File: src/hw/rtl/sgcm_pkg.sv
`default_nettype none
package sgcm_pkg;

    typedef enum logic [1:0] {
        OP_AAD  = 2'd0,
        OP_TEXT = 2'd1,
        OP_FIN  = 2'd2,
        OP_SKIP = 2'd3
    } t_op;

    localparam logic [2:0] REG_KEY_H = 3'd0;
    localparam logic [2:0] REG_KEY_L = 3'd1;
    localparam logic [2:0] REG_IV_H  = 3'd2;
    localparam logic [2:0] REG_IV_L  = 3'd3;
    localparam logic [2:0] REG_DEC   = 3'd4;

    localparam logic [127:0] FK = 128'hA3B1BAC6_56AA3350_677D9197_B27022DC;
    localparam logic [127:0] GF_R = {8'hE1, 120'd0};

    localparam logic [2047:0] SBOX_BITS = {
        128'hd690e9fecce13db716b614c228fb2c05, 128'h2b679a762abe04c3aa44132649860699,
        128'h9c4250f491ef987a33540b43edcfac62, 128'he4b31ca9c908e89580df94fa758f3fa6,
        128'h4707a7fcf37317ba83593c19e6854fa8, 128'h686b81b27164da8bf8eb0f4b70569d35,
        128'h1e240e5e6358d1a225227c3b01217887, 128'hd40046579fd327524c3602e7a0c4c89e,
        128'heabf8ad240c738b5a3f7f2cef96115a1, 128'he0ae5da49b341a55ad933230f58cb1e3,
        128'h1df6e22e8266ca60c02923ab0d534e6f, 128'hd5db3745defd8e2f03ff6a726d6c5b51,
        128'h8d1baf92bbddbc7f11d95c411f105ad8, 128'h0ac13188a5cd7bbd2d74d012b8e5b4b0,
        128'h8969974a0c96777e65b9f109c56ec684, 128'h18f07dec3adc4d2079ee5f3ed7cb3948
    };

    typedef struct packed {
        logic         key_start;
        logic         blk_start;
        logic [127:0] blk;
    } t_cip_req;

    typedef struct packed {
        logic         done;
        logic [127:0] res;
    } t_cip_sts;

    function automatic logic [7:0] sbox(input logic [7:0] a);
        logic [10:0] idx;
        idx = 11'd2047 - {a, 3'b000};
        return SBOX_BITS[idx -: 8];
    endfunction

    function automatic logic [31:0] tau(input logic [31:0] x);
        return {sbox(x[31:24]), sbox(x[23:16]), sbox(x[15:8]), sbox(x[7:0])};
    endfunction

    function automatic logic [31:0] rol(input logic [31:0] x, input int n);
        return (x << n) | (x >> (32 - n));
    endfunction

    // x is {x0, x1, x2, x3}, x0 on top
    function automatic logic [127:0] sm4_round(input logic [127:0] x, input logic [31:0] rk);
        logic [31:0] b;
        logic [31:0] nx;
        b  = tau(x[95:64] ^ x[63:32] ^ x[31:0] ^ rk);
        nx = x[127:96] ^ b ^ rol(b, 2) ^ rol(b, 10) ^ rol(b, 18) ^ rol(b, 24);
        return {x[95:0], nx};
    endfunction

    function automatic logic [31:0] sm4_ck(input logic [4:0] i);
        logic [31:0] ck;
        logic [9:0]  v;
        ck = '0;
        for (int j = 0; j < 4; j++) begin
            v = ({3'b000, i, 2'b00} + 10'(j)) * 10'd7;
            ck[31 - 8*j -: 8] = v[7:0];
        end
        return ck;
    endfunction

    function automatic logic [31:0] key_step(input logic [127:0] k, input logic [4:0] i);
        logic [31:0] b;
        b = tau(k[95:64] ^ k[63:32] ^ k[31:0] ^ sm4_ck(i));
        return k[127:96] ^ b ^ rol(b, 13) ^ rol(b, 23);
    endfunction

    function automatic logic [127:0] lead_mask(input logic [4:0] n);
        logic [127:0] m;
        for (int b = 0; b < 16; b++) begin
            m[127 - 8*b -: 8] = (5'(b) < n) ? 8'hFF : 8'h00;
        end
        return m;
    endfunction

    // four GF(2^128) multiply steps, x bits taken most significant first
    function automatic logic [255:0] ghash_step4(input logic [127:0] z, input logic [127:0] v,
                                                 input logic [3:0] xb);
        logic [127:0] zz;
        logic [127:0] vv;
        logic         lsb;
        zz = z;
        vv = v;
        for (int i = 3; i >= 0; i--) begin
            if (xb[i]) begin
                zz = zz ^ vv;
            end
            lsb = vv[0];
            vv  = vv >> 1;
            if (lsb) begin
                vv = vv ^ GF_R;
            end
        end
        return {zz, vv};
    endfunction

endpackage
`default_nettype wire

File: src/hw/rtl/sgcm_ghash.sv
`default_nettype none
module sgcm_ghash (
    input  wire logic         i_clk,
    input  wire logic         i_rst_n,
    input  wire logic         i_start,
    input  wire logic [127:0] i_x,
    input  wire logic [127:0] i_h,
    output logic              o_done,
    output logic [127:0]      o_z
);
    import sgcm_pkg::*;

    logic         r_busy;
    logic         r_done;
    logic [4:0]   r_cnt;
    logic [127:0] r_x;
    logic [127:0] r_z;
    logic [127:0] r_v;
    logic [255:0] step;

    assign step = ghash_step4(r_z, r_v, r_x[127:124]);

    always_ff @(posedge i_clk) begin
        if (!i_rst_n) begin
            r_busy <= 1'b0;
            r_done <= 1'b0;
            r_cnt  <= '0;
        end else begin
            r_done <= r_busy && (r_cnt == 5'd31);
            if (i_start) begin
                r_busy <= 1'b1;
                r_cnt  <= '0;
            end else if (r_busy) begin
                r_cnt <= r_cnt + 5'd1;
                if (r_cnt == 5'd31) begin
                    r_busy <= 1'b0;
                end
            end
        end
    end

    always_ff @(posedge i_clk) begin
        if (i_start) begin
            r_x <= i_x;
            r_z <= '0;
            r_v <= i_h;
        end else if (r_busy) begin
            r_x <= {r_x[123:0], 4'b0000};
            r_z <= step[255:128];
            r_v <= step[127:0];
        end
    end

    assign o_done = r_done;
    assign o_z    = r_z;
endmodule
`default_nettype wire

File: config.mk
export PLATFORM = sky130hd
export DESIGN_NAME = sgcm_ghash
export DESIGN_NICKNAME = d
export VERILOG_FILES = /design/src/hw/rtl/sgcm_pkg.sv /design/src/hw/rtl/sgcm_ghash.sv
export SDC_FILE = /design/constraint.sdc
export NUM_CORES = 1
export LEC_CHECK = 0
export ABC_AREA = 1
export ABC_CLOCK_PERIOD_IN_PS = 10900
export BUFFER_PORTS_ARGS = -buffer_cell sky130_fd_sc_hd__clkbuf_2
export CAP_MARGIN = 0
export CORE_MARGIN = 2
export CORE_UTILIZATION = 37
export CTS_BUF_LIST = sky130_fd_sc_hd__clkbuf_2
export CTS_CLUSTER_DIAMETER = 150
export CTS_CLUSTER_SIZE = 28
export DETAILED_ROUTE_END_ITERATION = 8
export PLACE_DENSITY = 0.52
export SYNTH_ARGS = -nofsm -noshare
export SYNTH_HDL_FRONTEND = slang
export SYNTH_SLANG_ARGS = --single-unit
File: constraint.sdc
create_clock -name i_clk -period 10.9 [get_ports i_clk]
set_clock_uncertainty 0.05 [all_clocks]
set_input_delay 1.635 -clock i_clk [delete_from_list [all_inputs] [get_ports i_clk]]
set_output_delay 1.635 -clock i_clk [all_outputs]
set_load 0.03 [all_outputs]
After elaboration in Yosys (flattened, before gate mapping)
Cells that the tools add are included.
{ "op_classes": {"muxes": 15, "n_bitwise": 9, "addsub": 1, "eq_ne": 1, "reduce_logical": 3} }
{ "op_table": {"columns": ["operator", "n"], "rows": [
  ["$mux W128", 12],
  ["$xor A128 B128 Y128", 4],
  ["$not A3 Y4", 4],
  ["$add A5 B1 Y5 const B", 1],
  ["$eq A5 B5 Y1 const B", 1],
  ["$mux W1", 3],
  ["$reduce_bool A2 Y1", 1],
  ["$reduce_or A2 Y1", 1],
  ["$logic_and A1 B1 Y1", 1],
  ["$not A1 Y1", 1]
]} }
{ "word_totals": {"word_cells": 35, "reg_bits": 391, "inputBits": 259, "out_inout_bits": 129} }

Longest topological paths before layout
Gate-level depths: netlist of run 1.
{ "depth": {"ltp_word": 10, "depth_mapped": 13, "depth_no_buf": 12} }

Least setup slack after synthesis of run 1
No wires, ideal clock.
{ "synth_timing": {"path_type": "input to register", "startpoint": "input i_start", "endpoint": "register r_v[0] (enable)", "arrival_time_ps": 6477, "slack_ps": 2410, "t_required_ps": 8887, "cell_stages": 5, "path_buffers": 3, "setup_time_ps": 1963, "cell_sequence": "clkbuf_1 -> inv_1 -> buf_2 -> clkbuf_1 -> nand2_1"} }
{ "synth_via": {"elab_chain_len": 1} }
{ "synth_lines": {"columns": ["item", "line", "rtl"], "rows": [
  ["from (decl)", "sgcm_ghash.sv:5", "input wire logic i_start,"],
  ["$reduce_bool A2 Y1 (no line)", null, null],
  ["to (signal assigned)", "sgcm_ghash.sv:46", "r_v <= i_h;"],
  ["to (signal assigned)", "sgcm_ghash.sv:50", "r_v <= step[127:0];"],
  ["to (decl)", "sgcm_ghash.sv:18", "logic [127:0] r_v;"]
]} }
No other way between the ends.
A chain may end at the register's enable or synchronous reset.

==> PnR_summary.wiki, run 1 <==
{| class="wikitable"
! Metric !! Value
|-
| Post-CTS Repair Setup Buffers || 0
|-
| Ordered cell list for the critical path || buf_8 -> inv_8 -> buf_4 -> buf_4 -> o21ai_0 -> a31oi_1
|-
| Top-level port count || approximately 390
|-
| R2R Setup Slk || about 7300 ps
|-
| RSZ-0062 raised after global routing || false
|-
| CTS Hold Bufs || 0
|-
| Most frequent standard cell in the layout excluding fill and tap cells || sky130_fd_sc_hd__nand2_1
|-
| DIE HEIGHT || between 200 and 300 µm
|-
| Final Max Slew Viols || 0
|-
| Worst reg2reg path startpoint || r_busy$_SDFF_PN0_
|-
| Number of sinks driven by the clock tree || 391
|-
| Die width || 256 µm
|-
| Sink of the worst hold path || r_cnt[4]$_SDFFE_PP0P_
|-
| Crit path time final || 3730 ps
|-
| Maximum clock frequency || around 0.27 GHz
|-
| Worst rel slew slack || 0.230
|-
| Worst path most repeated cell || sky130_fd_sc_hd__buf_4
|-
| Number of inserted filler cells in the final layout || ~6,700
|-
| Final period util || 0.342
|-
| Largest incremental delay on the critical path || between 900 and 1000 ps
|-
| Number of placement rows || slightly above 90
|-
| Antenna viol nets, final || 0
|-
| Starting utilization of the core area || 0.373
|-
| Critical Path Slowest Stage Cell || sky130_fd_sc_hd__buf_4
|-
| Critical path type || in2reg
|-
| Grt met3 use || 0.0348
|-
| Global-route wire length before repair || between 100,000 and 150,000 µm
|-
| Max-cap violation count || 0
|-
| Most used cells in the layout excluding fill and tap cells || sky130_fd_sc_hd__nand2_1, sky130_fd_sc_hd__clkbuf_2, sky130_fd_sc_hd__inv_1, sky130_fd_sc_hd__edfxtp_1, sky130_fd_sc_hd__xor2_1
|-
| GR peak layer || met2
|-
| Share of post-route cells with drive strength above 1 || 0.127
|-
| Largest delay contributor family on the critical path || buffers and inverters
|-
| Total buffers and inverters traversed by the critical path || 4
|-
| Mean instance size in the synthesized netlist || ~7.4 µm²
|-
| Net count of the finished layout || 3,707
|-
| H-Tree Depth || 1
|-
| Number of iterations in the first detailed-routing pass || 5
|-
| Peak supply drop || roughly 0.000072 V
|-
| Clock tree from TritonCTS || done
|-
| Drt wl/cell || between 15 and 20 µm
|-
| Netlist Area Pre-Place || roughly 23,000 µm²
|-
| Total clock buffers created by CTS || 17
|-
| Die ar. || roughly 65,000 µm²
|-
| Clock latency on the worst-skew pair || between 1000 and 1500 ps
|-
| Maximum number of pins on one net before global-route repair || approximately 130
|-
| Number of hold violations in the final report || 0
|-
| Count of endpoints failing setup in the final report || 0
|-
| Hold WS || around 440 ps
|-
| Synthesis-stage register bit count || 391
|-
| Number of gates resized after cts || 0
|-
| Worst-path maximum fanout || 107
|-
| # DRC || 0
|-
| Root buffer cell || sky130_fd_sc_hd__clkbuf_2
|-
| Count of vias placed by the detailed router || 19,465
|-
| Slew at the pin closest to its max-slew limit || ~1200 ps
|-
| Worst path arrival time || roughly 4800 ps
|-
| Mapped Cells || between 3,000 and 4,000
|-
| Clk pin slew, worst setup/hold paths || 560 ps
|-
| Outcome || finished clean
|-
| # port buffers || ~390
|-
| Yosys synthesis warning count || 0
|-
| Area grow syn2layout || 11.0%
|-
| Total detailed-routing wirelength || approximately 65,000 µm
|-
| Global placer's final weighted congestion || 0.800
|-
| Critical Path Sink Type || flip-flop
|-
| Number of antenna violations at the first check in global routing || 7
|-
| Sequential-to-total area share from yosys stat || 0.443
|-
| Placed wire-length estimate || around 44,000 µm
|-
| Area of the core || around 63,000 µm²
|-
| Path category of the worst min-delay check || reg2reg
|-
| Type of origin of the critical path || primary input
|-
| Static leakage power || roughly 13 nW
|-
| Number of buffers on the longest clock path || 3
|-
| Number of global-route vias before repair || 18,181
|-
| R2R cell count || 3
|-
| GR Layer Usage met1 || 0.274
|-
| Overall overflow remaining after global route || 0
|-
| Hold Crit Depth || 2
|-
| Via density || 4.52
|-
| Capturing point of the worst reg2reg path || r_x[33]$_DFFE_PP_
|-
| Number of unique standard cell types used by synthesis || 23
|-
| Net Count, Synth || 3,442
|-
| Met2 usage || 0.320
|-
| Global router's overall resource usage || 0.196
|-
| Starting DRC count in detailed routing || approximately 1,300
|-
| Crit path required time || 11,920 ps
|-
| Min-Delay Startpoint || r_cnt[4]$_SDFFE_PP0P_
|-
| Setup_tns || 0 ps
|-
| Areal power density over the cells || around 140 nW/µm²
|}
-- where the power goes --
part           switching, W  total, W  leakage [nW]  internal [W]
clock network      0.000474  0.000540         0.120     0.0000667
logic              0.000723   0.00113          9.38      0.000403
registers          0.000156   0.00193          3.75       0.00177
total               0.00135   0.00359          13.2       0.00224
-- worst register-to-register path, cell delays in order, from the launching register on --
cell and delay [ps]:
sky130_fd_sc_hd__dfxtp_4 810, sky130_fd_sc_hd__clkinv_1 650, sky130_fd_sc_hd__nand2_4 790, sky130_fd_sc_hd__buf_4 910
-- routing by layer --
metal  routed length, µm  part of all wire  vias up
met5                  54           0.00083        -
met4                1130             0.017        8
met2               29800              0.46      401
li1                    -                 -    10242
met3                3460             0.053       53
met1               30900              0.47     8761
-- how the worst max path moves through the flow --
stage / cells after the start / slack (ps) / startpoint / to
final: 6 / 7170 / i_start / o_z[11]$_SDFFE_PP0P_
after global routing: 3 / 6980 / r_busy$_SDFF_PN0_ / r_x[33]$_DFFE_PP_
after CTS: 1 / 7120 / o_z[124]$_SDFFE_PP0P_ / o_z[124]
after detailed placement: 6 / 6020 / i_start / r_v[126]$_DFFE_PP_
after global placement: 6 / 6060 / i_start / r_v[126]$_DFFE_PP_
after floorplan: 5 / 2410 / i_start / r_v[0]$_DFFE_PP_
-- cell families (layout without fill, tap and decap cells) --
group	Yosys count	in the layout	synth area share
AO/OA/AOI/OAI	270	270	0.0642
XOR/XNOR	379	379	0.141
adder cells (fa/ha/maj)	2	2	0.00107
buffers and inverters	555	830	0.0953
flip-flops	391	391	0.443
other	0	3	0
AND/OR/NAND/NOR	1584	1584	0.255
-- sequential cells by signal (all words and copies together), names as in the netlist --
| register | count |
|---|---|
| o_done | 1 |
| r_v | 128 |
| r_busy | 1 |
| r_x | 128 |
| r_cnt | 5 |
| o_z | 128 |
-- stage by stage --
stage | instances | power [W] | util | area, µm² | setup WS, ps
after CTS | 4302 | 0.00365 | 0.414 | 26000 | 7120
after floorplan | 3181 | 0.00279 | - | 23500 | 2410
after global routing | 4305 | 0.00386 | 0.414 | 26000 | 6980
final | 4305 | 0.00359 | 0.414 | 26000 | 7170
after global placement | 4273 | 0.00308 | 0.412 | 25900 | 6060
after detailed placement | 4273 | 0.00309 | 0.412 | 25900 | 6020
-- cells in the mapped netlist --
master,n,area share
sky130_fd_sc_hd__edfxtp_1,256,0.33
sky130_fd_sc_hd__inv_1,394,0.063
sky130_fd_sc_hd__nand3_1,20,0.0043
sky130_fd_sc_hd__a21oi_1,16,0.0034
sky130_fd_sc_hd__xnor2_1,128,0.048
sky130_fd_sc_hd__nor2_1,20,0.0032
sky130_fd_sc_hd__a22oi_1,1,0.00032
sky130_fd_sc_hd__o21ai_0,134,0.029
sky130_fd_sc_hd__buf_1,4,0.00064
sky130_fd_sc_hd__nand2_1,1533,0.25
sky130_fd_sc_hd__buf_2,59,0.013
sky130_fd_sc_hd__a221o_1,1,0.00043
sky130_fd_sc_hd__a31oi_1,118,0.031
sky130_fd_sc_hd__buf_4,1,0.00032
sky130_fd_sc_hd__nor3_1,8,0.0017
sky130_fd_sc_hd__buf_6,10,0.0048
sky130_fd_sc_hd__ha_1,2,0.0011
sky130_fd_sc_hd__clkinv_1,1,0.00016
sky130_fd_sc_hd__xor2_1,251,0.094
sky130_fd_sc_hd__and2_1,1,0.00027
sky130_fd_sc_hd__clkbuf_1,86,0.014
sky130_fd_sc_hd__dfxtp_1,135,0.12
sky130_fd_sc_hd__nand3b_1,2,0.00064
-- final cells by class --
cell class / instances / area (µm²) / share of cell area
Antenna cell: 3 / 7.51 / 0.000288
Tap cell: 846 / 1060 / 0.0406
Sequential cell: 391 / 10400 / 0.399
Multi-Input combinational cell: 2235 / 10800 / 0.417
Inverter: 395 / 1490 / 0.0572
Timing Repair Buffer: 406 / 2100 / 0.0807
Clock buffer: 29 / 145 / 0.00557
Note: power is estimated with default switching activity, not from simulation.
==> run 2, diff against run 1 <==
--- a/config.mk
+++ b/config.mk
@@ -6,7 +6,7 @@
 export NUM_CORES = 1
 export LEC_CHECK = 0
 export ABC_AREA = 1
-export ABC_CLOCK_PERIOD_IN_PS = 10900
+export ABC_CLOCK_PERIOD_IN_PS = 3200
 export BUFFER_PORTS_ARGS = -buffer_cell sky130_fd_sc_hd__clkbuf_2
 export CAP_MARGIN = 0
 export CORE_MARGIN = 2
@@ -15,7 +15,7 @@
 export CTS_CLUSTER_DIAMETER = 150
 export CTS_CLUSTER_SIZE = 28
 export DETAILED_ROUTE_END_ITERATION = 8
-export PLACE_DENSITY = 0.52
+export PLACE_DENSITY = 0.54
 export SYNTH_ARGS = -nofsm -noshare
 export SYNTH_HDL_FRONTEND = slang
 export SYNTH_SLANG_ARGS = --single-unit
==> constraint.sdc (replaced) <==
create_clock -name i_clk -period 3.2 [get_ports i_clk]
set_clock_uncertainty 0.05 [all_clocks]
set_input_delay 0.48 -clock i_clk [delete_from_list [all_inputs] [get_ports i_clk]]
set_output_delay 0.48 -clock i_clk [all_outputs]
set_load 0.03 [all_outputs]
==> run 2 against run 1 <==
First-iteration DRC count is 24% higher. Worst hold slack worse by 300 ps. Final area is 22% higher. Die area stayed put. Flip-flop and latch count stayed put. Largest power group unchanged. Highest routed layer unchanged.
==> PnR_summary.wiki, run 2 (synthesis results as in run 1) <==
{| class="wikitable"
! Metric !! Value
|-
| Outcome || finished clean (unchanged)
|-
| Most used cells in the layout excluding fill and tap cells || sky130_fd_sc_hd__nand2_1, sky130_fd_sc_hd__dlygate4sd3_1, sky130_fd_sc_hd__clkbuf_2, sky130_fd_sc_hd__inv_1, sky130_fd_sc_hd__edfxtp_1 (was sky130_fd_sc_hd__nand2_1, sky130_fd_sc_hd__clkbuf_2, sky130_fd_sc_hd__inv_1, sky130_fd_sc_hd__edfxtp_1, sky130_fd_sc_hd__xor2_1)
|-
| Clk pin slew, worst setup/hold paths || 550 ps (was 560 ps)
|-
| # port buffers || 387 (unchanged)
|-
| Number of antenna violations at the first check in global routing || 5 (was 7)
|-
| Worst-path maximum fanout || 3 (was 107)
|-
| Post-CTS Repair Setup Buffers || 0 (unchanged)
|-
| Root buffer cell || sky130_fd_sc_hd__clkbuf_2 (unchanged)
|-
| DIE HEIGHT || 256 µm (unchanged)
|-
| Ordered cell list for the critical path || clkbuf_2 (was buf_8 -> inv_8 -> buf_4 -> buf_4 -> o21ai_0 -> a31oi_1)
|-
| Worst rel slew slack || 0.456 (was 0.230)
|-
| Final core utilization || 0.506 (was 0.414)
|-
| Largest delay contributor family on the critical path || flip-flops (was buffers and inverters)
|-
| Count of vias placed by the detailed router || 22,402 (was 19,465)
|-
| Count of endpoints failing setup in the final report || 0 (unchanged)
|-
| R2R cell count || 6 (was 3)
|-
| Slew at the pin closest to its max-slew limit || 816 ps (was 1150 ps)
|-
| Post-route total power || 0.0129 W (was 0.00359 W)
|-
| Total buffers and inverters traversed by the critical path || 1 (was 4)
|-
| Critical Path Sink Type || primary output (was flip-flop)
|-
| Peak supply drop || 0.000234 V (was 0.0000724 V)
|-
| Final Max Slew Viols || 0 (unchanged)
|-
| Final period util || 0.771
|-
| Global-route wire length before repair || 119,000 µm (was 103,000 µm)
|-
| Total clock buffers created by CTS || 17 (unchanged)
|-
| Number of placement rows || 92 (unchanged)
|-
| Type of origin of the critical path || flip-flop (was primary input)
|-
| Global router's overall resource usage || 0.224 (was 0.196)
|-
| Number of iterations in the first detailed-routing pass || 5 (unchanged)
|-
| Top-level port count || 388 (unchanged)
|-
| Largest incremental delay on the critical path || 540 ps (was 920 ps)
|-
| Overall overflow remaining after global route || 0 (unchanged)
|-
| Setup_tns || 0 ps (unchanged)
|-
| Max-cap violation count || 0 (unchanged)
|-
| Critical path startpoint || o_z[95]$_SDFFE_PP0P_ (was i_start)
|-
| Number of buffers on the longest clock path || 3 (unchanged)
|-
| Worst path arrival time || 1940 ps (was 4750 ps)
|-
| Total detailed-routing wirelength || 75,200 µm (was 65,400 µm)
|-
| Area grow syn2layout || 35.6% (was 11.0%)
|-
| Areal power density over the cells || 405 nW/µm² (was 138 nW/µm²)
|-
| Die width || 256 µm (unchanged)
|-
| Clock latency on the worst-skew pair || 1140 ps (was 1100 ps)
|-
| Crit path time final || roughly 2500 ps
|-
| Net count of the finished layout || 4,269 (was 3,707)
|-
| Number of sinks driven by the clock tree || 391 (unchanged)
|-
| RSZ-0062 raised after global routing || false (unchanged)
|-
| Timing endpoint of the critical path || o_z[95] (was o_z[11]$_SDFFE_PP0P_)
|-
| Antenna viol nets, final || 0 (unchanged)
|-
| Drt wl/cell || 15.4 µm (was 15.2 µm)
|-
| Critical path depth || 1 (was 6)
|-
| H-Tree Depth || 1 (unchanged)
|-
| CTS Hold Bufs || 556 (was 0)
|-
| Maximum number of pins on one net before global-route repair || 176 (was 134)
|-
| # DRC || 0 (unchanged)
|-
| Number of hold violations in the final report || 0 (unchanged)
|-
| Global placer's final weighted congestion || 0.800 (about the same)
|-
| Clock tree from TritonCTS || done (unchanged)
|-
| Share of post-route cells with drive strength above 1 || 0.111 (was 0.127)
|-
| R2R Setup Slk || 1090 ps (was 7330 ps)
|-
| Area of the core || 62,900 µm² (unchanged)
|-
| Via density || 4.60 (was 4.52)
|-
| Critical Path Slowest Stage Cell || sky130_fd_sc_hd__dfxtp_1 (was sky130_fd_sc_hd__buf_4)
|-
| Path category of the worst min-delay check || in2reg (was reg2reg)
|-
| Maximum clock frequency || approximately 0.4 GHz
|-
| Starting DRC count in detailed routing || 1,597 (was 1,287)
|-
| Static leakage power || 15.5 nW (was 13.2 nW)
|-
| Most frequent standard cell in the layout excluding fill and tap cells || sky130_fd_sc_hd__nand2_1 (unchanged)
|-
| Crit path required time || 2670 ps (was 11,920 ps)
|-
| Starting utilization of the core area || 0.373 (unchanged)
|-
| Number of global-route vias before repair || 21,868 (was 18,181)
|-
| Capturing point of the worst reg2reg path || o_z[108]$_SDFFE_PP0P_ (was r_x[33]$_DFFE_PP_)
|-
| Number of gates resized after cts || 0 (unchanged)
|-
| Critical path type || reg2out (was in2reg)
|-
| Die ar. || 65,500 µm² (unchanged)
|-
| Worst reg2reg path startpoint || r_x[124]$_DFFE_PP_ (was r_busy$_SDFF_PN0_)
|-
| Placed wire-length estimate || 44,400 µm (was 43,700 µm)
|}
## run 2: cell types whose count changed in the layout (fill, tap and decap cells not counted)
cell                            delta
sky130_fd_sc_hd__nand2_8           +1
sky130_fd_sc_hd__diode_2           +3
sky130_fd_sc_hd__clkbuf_8          +1
sky130_fd_sc_hd__nand2_4           -1
sky130_fd_sc_hd__buf_12           +12
sky130_fd_sc_hd__buf_8             -1
sky130_fd_sc_hd__inv_2             +1
sky130_fd_sc_hd__buf_4             -6
sky130_fd_sc_hd__dlygate4sd3_1   +556
## run 2: cell type report
class | count | area, µm²
well taps | 846 | 1060
multi-input cells | 2235 | 10900
diodes | 6 | 15.0
inverters | 395 | 1490
flip-flops and latches | 391 | 10400
clock inverters | 1 | 3.75
fillers | 5938 | 31000
repair buffers | 968 | 7860
clock buffers | 29 | 145
## run 2: where the power goes
group / internal (W) / total, W / switching (W)
combinational: 0.00186 / 0.00447 / 0.00262
clock: 0.000230 / 0.00182 / 0.00159
sequential: 0.00603 / 0.00658 / 0.000559
total: 0.00811 / 0.0129 / 0.00477
## run 2: layer usage
layer | global-route usage | vias up | part of all wire
li1 | - | 11375 | -
met1 | 0.290 | 10267 | 0.44
met2 | 0.394 | 651 | 0.49
met3 | 0.0287 | 107 | 0.051
met4 | 0.0562 | 2 | 0.025
met5 | 0 | - | 0.00021
## run 2: worst register-to-register path: cells and delay by family (launching register included)
| family | cells | cell delay, ps |
|---|---|---|
| XOR/XNOR | 2 | 410 |
| AO/OA/AOI/OAI | 1 | 210 |
| AND/OR/NAND/NOR | 2 | 220 |
| buffers and inverters | 1 | 390 |
| flip-flops | 1 | 840 |
## run 2: worst min path at each step
stage / from / end / slack (ps) / cells after the start
after floorplan: r_cnt[4]$_SDFFE_PP0P_ / r_cnt[4]$_SDFFE_PP0P_ / 400 / 2
after global placement: r_cnt[4]$_SDFFE_PP0P_ / r_cnt[4]$_SDFFE_PP0P_ / 410 / 2
after detailed placement: r_cnt[4]$_SDFFE_PP0P_ / r_cnt[4]$_SDFFE_PP0P_ / 420 / 2
after CTS: i_h[109] / r_v[109]$_DFFE_PP_ / 0.8 / 4
after global routing: i_h[40] / r_v[40]$_DFFE_PP_ / 30 / 4
final: i_h[106] / r_v[106]$_DFFE_PP_ / 140 / 4
## run 2: per-stage QoR
stage	hold slack, ps	setup WS (ps)	cells	area, µm²
detailed placement	416	995	4279	26100
global placement	409	1000	4279	26100
floorplan	395	494	3181	23500
global route	32.0	562	4870	31800
finish	139	732	4871	31800
CTS	0.815	509	4865	31800
